### config.mk
export PLATFORM = sky130hd
export DESIGN_NAME = sorted_list_merge
export DESIGN_NICKNAME = d
export VERILOG_FILES = /design/src/sv/sml_pkg.sv /design/src/sv/sml_store.sv /design/src/sv/sml_merge.sv /design/src/sv/sorted_list_merge.sv
export SDC_FILE = /design/constraint.sdc
export NUM_CORES = 2
export LEC_CHECK = 0
export BUFFER_PORTS_ARGS = -buffer_cell sky130_fd_sc_hd__buf_2
export CAP_MARGIN = 0
export CORE_AREA = 2 2 650 523
export DETAILED_ROUTE_END_ITERATION = 7
export DIE_AREA = 0 0 652 525
export PLACE_DENSITY_LB_ADDON = 0.05
export SYNTH_ARGS = -nofsm -noshare
export SYNTH_HDL_FRONTEND = slang
export SYNTH_SLANG_ARGS = --single-unit
### constraint.sdc
create_clock -name clk -period 5.2 [get_ports clk]
set_input_delay 0.78 -clock clk [delete_from_list [all_inputs] [get_ports clk]]
set_output_delay 0.78 -clock clk [all_outputs]
set_load 0.01 [all_outputs]
### src/sv/sml_pkg.sv
package sml_pkg;

  localparam int VALUE_W = 32;

  typedef logic [VALUE_W-1:0] value_t;

  typedef struct packed {
    logic go;
    logic ovf;
  } merge_ctrl_t;

  typedef struct packed {
    logic busy;
    logic done;
  } merge_stat_t;

endpackage

### src/sv/sml_store.sv
module sml_store
  import sml_pkg::*;
#(
  parameter int DEPTH = 32,
  parameter int AW = 5
) (
  input  logic          clk,
  input  logic          we,
  input  logic [AW-1:0] waddr,
  input  value_t        wdata,
  input  logic [AW-1:0] raddr,
  output value_t        rdata
);

  value_t mem [DEPTH];

  always_ff @(posedge clk) begin
    if (we) begin
      mem[waddr] <= wdata;
    end
    rdata <= mem[raddr];
  end

endmodule

### src/sv/sml_merge.sv
module sml_merge
  import sml_pkg::*;
#(
  parameter int CW = 6,
  parameter int AW = 5
) (
  input  logic          clk,
  input  logic          rst,
  input  merge_ctrl_t   ctl,
  output merge_stat_t   stat,
  input  logic [CW-1:0] first_count,
  input  logic [CW-1:0] second_count,
  output logic [AW-1:0] a_addr,
  output logic [AW-1:0] b_addr,
  input  value_t        a_data,
  input  value_t        b_data,
  output logic          m_tvalid,
  input  logic          m_tready,
  output logic [31:0]   m_tdata,  // merged_value
  output logic          m_tlast,  // final_res
  output logic          m_tuser   // overflow
);

  typedef enum logic [3:0] {
    S_IDLE  = 4'b0001,
    S_FETCH = 4'b0010,
    S_EMIT  = 4'b0100,
    S_DONE  = 4'b1000
  } state_t;

  state_t        state, state_next;
  logic [CW-1:0] i, i_next, j, j_next;
  logic [CW:0]   total, n, n_inc;
  logic          a_ok, b_ok, take_a, load;
  value_t        pick;

  assign a_addr = i[AW-1:0];
  assign b_addr = j[AW-1:0];

  assign total = {1'b0, first_count} + {1'b0, second_count};
  assign n     = {1'b0, i} + {1'b0, j};
  assign n_inc = n + {{CW{1'b0}}, 1'b1};

  // shared compare unit, one decision per emit cycle in which the output register is free
  assign a_ok   = i < first_count;
  assign b_ok   = j < second_count;
  assign take_a = a_ok && (!b_ok || ($signed(a_data) < $signed(b_data)));
  assign pick   = take_a ? a_data : b_data;

  assign stat.busy = (state != S_IDLE);
  assign stat.done = (state == S_DONE);

  always_comb begin
    state_next = state;
    i_next     = i;
    j_next     = j;
    load       = 1'b0;
    case (state)
      S_IDLE: begin
        if (ctl.go) begin
          i_next     = '0;
          j_next     = '0;
          state_next = S_FETCH;
        end
      end
      S_FETCH: begin
        state_next = S_EMIT;
      end
      S_EMIT: begin
        if (n == total) begin
          state_next = S_DONE;
        end else if (!m_tvalid || m_tready) begin
          load = 1'b1;
          if (take_a) begin
            i_next = i + CW'(1);
          end else begin
            j_next = j + CW'(1);
          end
          state_next = S_FETCH;
        end
      end
      S_DONE: begin
        state_next = S_IDLE;
      end
      default: begin
        state_next = S_IDLE;
      end
    endcase
  end

  always_ff @(posedge clk) begin
    if (rst) begin
      state    <= S_IDLE;
      i        <= '0;
      j        <= '0;
      m_tvalid <= 1'b0;
    end else begin
      state <= state_next;
      i     <= i_next;
      j     <= j_next;
      if (load) begin
        m_tvalid <= 1'b1;
      end else if (m_tready) begin
        m_tvalid <= 1'b0;
      end
    end
  end

  // output payload
  always_ff @(posedge clk) begin
    if (load) begin
      m_tdata <= pick;
      m_tlast <= (n_inc == total);
      m_tuser <= ctl.ovf;
    end
  end

endmodule

### src/sv/sorted_list_merge.sv
// Two-way merge of two ascending lists of signed 32-bit values. Each input
// transaction appends an element (tuser[1] set) to the list chosen by tuser[0]
// and/or closes that list (tlast); transactions to an already closed list are
// ignored, and values offered to a full list (LIST_DEPTH entries) are dropped
// and reported in tuser of every result of the following merge. Once both
// lists are closed, s_tready drops and the merge runs: one shared compare
// unit decides each result from a registered memory read, then the compare,
// and holds the next decision while a result waits on a stalled output.
// Equal values give the second list's element first. tlast marks the last
// result; a merge of two empty lists produces no result.
module sorted_list_merge
  import sml_pkg::*;
#(
  parameter int LIST_DEPTH = 32
) (
  input  logic        clk,
  input  logic        rst,
  input  logic        s_tvalid,
  output logic        s_tready,
  input  logic [31:0] s_tdata,   // value
  input  logic [1:0]  s_tuser,   // which_list, carries_value
  input  logic        s_tlast,   // list_end
  output logic        m_tvalid,
  input  logic        m_tready,
  output logic [31:0] m_tdata,   // merged_value
  output logic [0:0]  m_tuser,   // overflow
  output logic        m_tlast    // final_res
);

  localparam int CW = $clog2(LIST_DEPTH + 1);
  localparam int AW = (LIST_DEPTH > 1) ? $clog2(LIST_DEPTH) : 1;

  logic [CW-1:0] first_count, second_count;
  logic          first_closed, second_closed, dropped_flag;
  logic          accept, sel, has_val, ends;
  logic          first_take, second_take, first_full, second_full;
  logic          first_we, second_we;
  logic [AW-1:0] a_addr, b_addr;
  value_t        a_data, b_data;
  merge_ctrl_t   ctl;
  merge_stat_t   stat;

  assign s_tready = !(first_closed && second_closed) && !stat.busy;
  assign accept   = s_tvalid && s_tready;
  assign sel      = s_tuser[0];
  assign has_val  = s_tuser[1];
  assign ends     = s_tlast;

  assign first_take  = accept && !sel && !first_closed;
  assign second_take = accept && sel && !second_closed;
  assign first_full  = (first_count >= CW'(LIST_DEPTH));
  assign second_full = (second_count >= CW'(LIST_DEPTH));
  assign first_we    = first_take && has_val && !first_full;
  assign second_we   = second_take && has_val && !second_full;

  assign ctl.go  = first_closed && second_closed;
  assign ctl.ovf = dropped_flag;

  always_ff @(posedge clk) begin
    if (rst || stat.done) begin
      first_count   <= '0;
      second_count  <= '0;
      first_closed  <= 1'b0;
      second_closed <= 1'b0;
      dropped_flag  <= 1'b0;
    end else begin
      if (first_we) begin
        first_count <= first_count + CW'(1);
      end
      if (second_we) begin
        second_count <= second_count + CW'(1);
      end
      if ((first_take && has_val && first_full) ||
          (second_take && has_val && second_full)) begin
        dropped_flag <= 1'b1;
      end
      if (first_take && ends) begin
        first_closed <= 1'b1;
      end
      if (second_take && ends) begin
        second_closed <= 1'b1;
      end
    end
  end

  sml_store #(
    .DEPTH (LIST_DEPTH),
    .AW    (AW)
  ) u_first (
    .clk   (clk),
    .we    (first_we),
    .waddr (first_count[AW-1:0]),
    .wdata (s_tdata),
    .raddr (a_addr),
    .rdata (a_data)
  );

  sml_store #(
    .DEPTH (LIST_DEPTH),
    .AW    (AW)
  ) u_second (
    .clk   (clk),
    .we    (second_we),
    .waddr (second_count[AW-1:0]),
    .wdata (s_tdata),
    .raddr (b_addr),
    .rdata (b_data)
  );

  sml_merge #(
    .CW (CW),
    .AW (AW)
  ) u_merge (
    .clk          (clk),
    .rst          (rst),
    .ctl          (ctl),
    .stat         (stat),
    .first_count  (first_count),
    .second_count (second_count),
    .a_addr       (a_addr),
    .b_addr       (b_addr),
    .a_data       (a_data),
    .b_data       (b_data),
    .m_tvalid     (m_tvalid),
    .m_tready     (m_tready),
    .m_tdata      (m_tdata),
    .m_tlast      (m_tlast),
    .m_tuser      (m_tuser[0])
  );

endmodule

==> impl_metrics.py <==
metrics = {
    "status": {
        "outcome": "complete, no violations",
    },
    "sta": {
        "max-slew-margin-rel": 0.255,
        "worst_slew_pin_slew_ps": 1120,
        "fin_crit_ps": 4820,
        "rsz0062_at_grt": "no",
        "setup_viol": 0,
        "fin_skew_ps": 59.9,
        "min_period_over_period": 0.928,
        "finalHoldViolations": 0,
        "setup_ws_ps": 376,
        "final_max_slew_viol_count": 0,
        "finalSetupTns_ps": 0,
        "clock.fmax_ghz": 0.207,
    },
    "setup_path": {
        "crit_slowest_cell": "nor2_4",
        "cp-start-kind": "flop",
        "crit_chain": "nor4b_2 > nand3_1 > nor3b_1 > buf_4 > and2_1 > nand2_1 > nor2_4 > buf_12",
        "critPathMaxFanout": 11,
        "cp-end-kind": "flop",
        "required_ps": 5780,
        "slowest_delay_ps": 840,
        "critPathArrivalTime_ps": 5400,
        "path_class": "flop to flop",
    },
    "detailed_routing": {
        "finalWirelength_um": 286000,
        "initialDrtViolationCount": 3898,
        "via_per_inst": 4.53,
        "ant_nets": 0,
        "vias": 38700,
        "drc": 0,
        "firstDrtPassIters": 8,
        "wire_per_inst_um": 33.5,
    },
    "yosys": {
        "yosysSeqAreaShare": 0.770,
        "synth_top_area_frac": 0.747,
        "ys_types": 74,
        "ys_warn_count": 0,
        "synth-edff-count": 2082,
        "syn_inst": 3543,
        "async_flop_share": 0,
        "syn_area_sq_um": 83700,
        "synth_area_per_cell_sq_um": 23.6,
        "synth_fp_nets": 3648,
        "synthMostInstantiatedCell": "edfxtp_1",
        "synth_commonest_cells": "edfxtp_1 (2082), mux4_2 (640), clkbuf_1 (106), nor2_1 (103), dfxtp_1 (96)",
        "synth_area_leaders": "edfxtp_1 (75%), mux4_2 (17%), dfxtp_1 (2.3%), ha_1 (0.96%), mux2_2 (0.86%)",
        "yosysTopAreaCell": "edfxtp_1",
        "ys_seq_elements": 2178,
        "ys.flop_type": "edfxtp_1",
    },
    "final_layout": {
        "utilization": 0.294,
        "nets": 3977,
        "nFillCells": 32600,
        "drive_gt1_frac": 0.339,
        "syn2layout_area_growth_pct": 18.4,
    },
    "cts": {
        "clk_latency_ps": 920,
        "clk_pin_slew_ps": 60,
        "post_cts_buffers": 0,
        "post_cts_resize_count": 0,
        "htreeDepth": 4,
        "cts_tree": "yes",
        "root_buffer": "clkbuf_16",
        "cts_sinks": 2178,
        "clock_tree.buffer_depth": 4,
        "cts_buffers": 239,
        "cts_hold_buf": 0,
    },
    "grt": {
        "grtUsageMet1": 0.241,
        "grt_max_degree": 101,
        "grt_util_met3": 0.0230,
        "grt_pass1_vias": 40500,
        "antenna_found_initial": 39,
        "grt_use_total": 0.165,
        "busiest_layer": "met2",
        "grt_pass1_wl_um": 383000,
        "met2_usage": 0.260,
        "grt_overflow": 0,
    },
    "pwr": {
        "vdd_drop_max_mv": 0.238,
        "total_power_mw": 36.9,
        "cellPowerDensity_nw_per_um2": 373,
        "p_leak_nw": 29.6,
    },
    "die": {
        "start_util": 0.249,
        "die_y_um": 525,
        "core_area_sq_um": 336000,
        "die_area_sq_um": 342000,
        "num_rows": 191,
        "die_w_um": 652,
        "pin_count": 75,
    },
    "run": {
        "max-cap-violations": 0,
    },
    "placement": {
        "io_buffers": 74,
        "pre_cts_slack_ps": 545,
        "place_congestion": 0.718,
        "dp_hpwl_um": 160000,
    },
    "min_path": {
        "hp-class": "primary input to flop",
    },
}
where the power goes:
group / internal [mW] / leakage [nW] / total (mW) / switching [mW]
logic: 0.194 / 6.40 / 0.795 / 0.601
registers: 19.3 / 19.5 / 19.3 / 0.0625
clock network: 9.57 / 3.68 / 16.8 / 7.19
stage by stage:
| step | instances | area [sq um] | hold slack (ps) |
|---|---|---|---|
| finish | 8524 | 99000 | 369 |
| global route | 8514 | 99000 | 317 |
| CTS | 8510 | 99000 | 257 |
| detailed placement | 8070 | 91500 | 529 |
| global placement | 8070 | 91500 | 527 |
| floorplan | 3543 | 83700 | 409 |
layout make-up:
cell class	instances	area (sq um)	area share
Multi-Input combinational cell	1146	18900	0.191
Inverter	54	208	0.00210
Sequential cell	2178	64500	0.651
Antenna cell	14	35.0	0.000354
Tap cell	4439	5550	0.0561
Timing Repair Buffer	253	2350	0.0238
Clock buffer	304	6370	0.0643
Clock inverter	136	1140	0.0115
kinds of logic (layout without fill, tap and decap cells):
logic type / after synthesis / in the layout / synth area share
DFF: 2178 / 2178 / 0.770
and+or+nand+nor: 231 / 231 / 0.0138
xor gates and xnor gates: 21 / 21 / 0.00220
AOI/OAI and AO/OA: 90 / 90 / 0.00809
muxes: 738 / 738 / 0.185
adders and majority gates: 66 / 66 / 0.0101
buffers and inverters: 219 / 747 / 0.0101
other: 0 / 14 / 0
worst paths after layout:
path,startpoint,end,slack [ps],cells after the start
max,u_merge.state[0],u_second.mem[22][26],380,8
min reg2reg,dropped_flag,u_merge.m_tuser,530,0
min,rst,u_merge.m_tvalid,370,2
max reg2reg,u_merge.state[0],u_second.mem[22][26],380,8
cells in the final DEF (no fill, tap or decap), drive strengths merged, types with 16 or more instances in the layout:
cell	instances
dfxtp	96
mux2	96
nand3	31
nor2	103
inv	54
clkinv	109
nand2	30
ha	64
bufinv	20
a21oi	25
mux4	640
buf	253
clkbuf	304
xnor2	16
edfxtp	2082
critical path, delay by kind of cell (launching register included):
family / cells / cell delay (ps)
buffers and inverters: 2 / 470
DFF: 1 / 420
and+or+nand+nor: 6 / 3620
metal layers:
metal	share of wire	routed length (um)	vias up
li1	-	-	15900
met1	0.47	135000	21500
met2	0.46	133000	897
met3	0.041	11800	354
met4	0.023	6550	2
met5	0.000045	13	-
registers in the layout, summed over array words and instances (netlist names):
name	cells
u_first.mem	1024
u_second.mem	1024
u_first.rdata	32
u_merge.m_tdata	32
u_second.rdata	32
first_count	6
second_count	6
u_merge.i	6
u_merge.j	6
u_merge.state	4
dropped_flag	1
first_closed	1
second_closed	1
u_merge.m_tlast	1
u_merge.m_tuser	1
u_merge.m_tvalid	1
(Power assumes the default switching activity.)
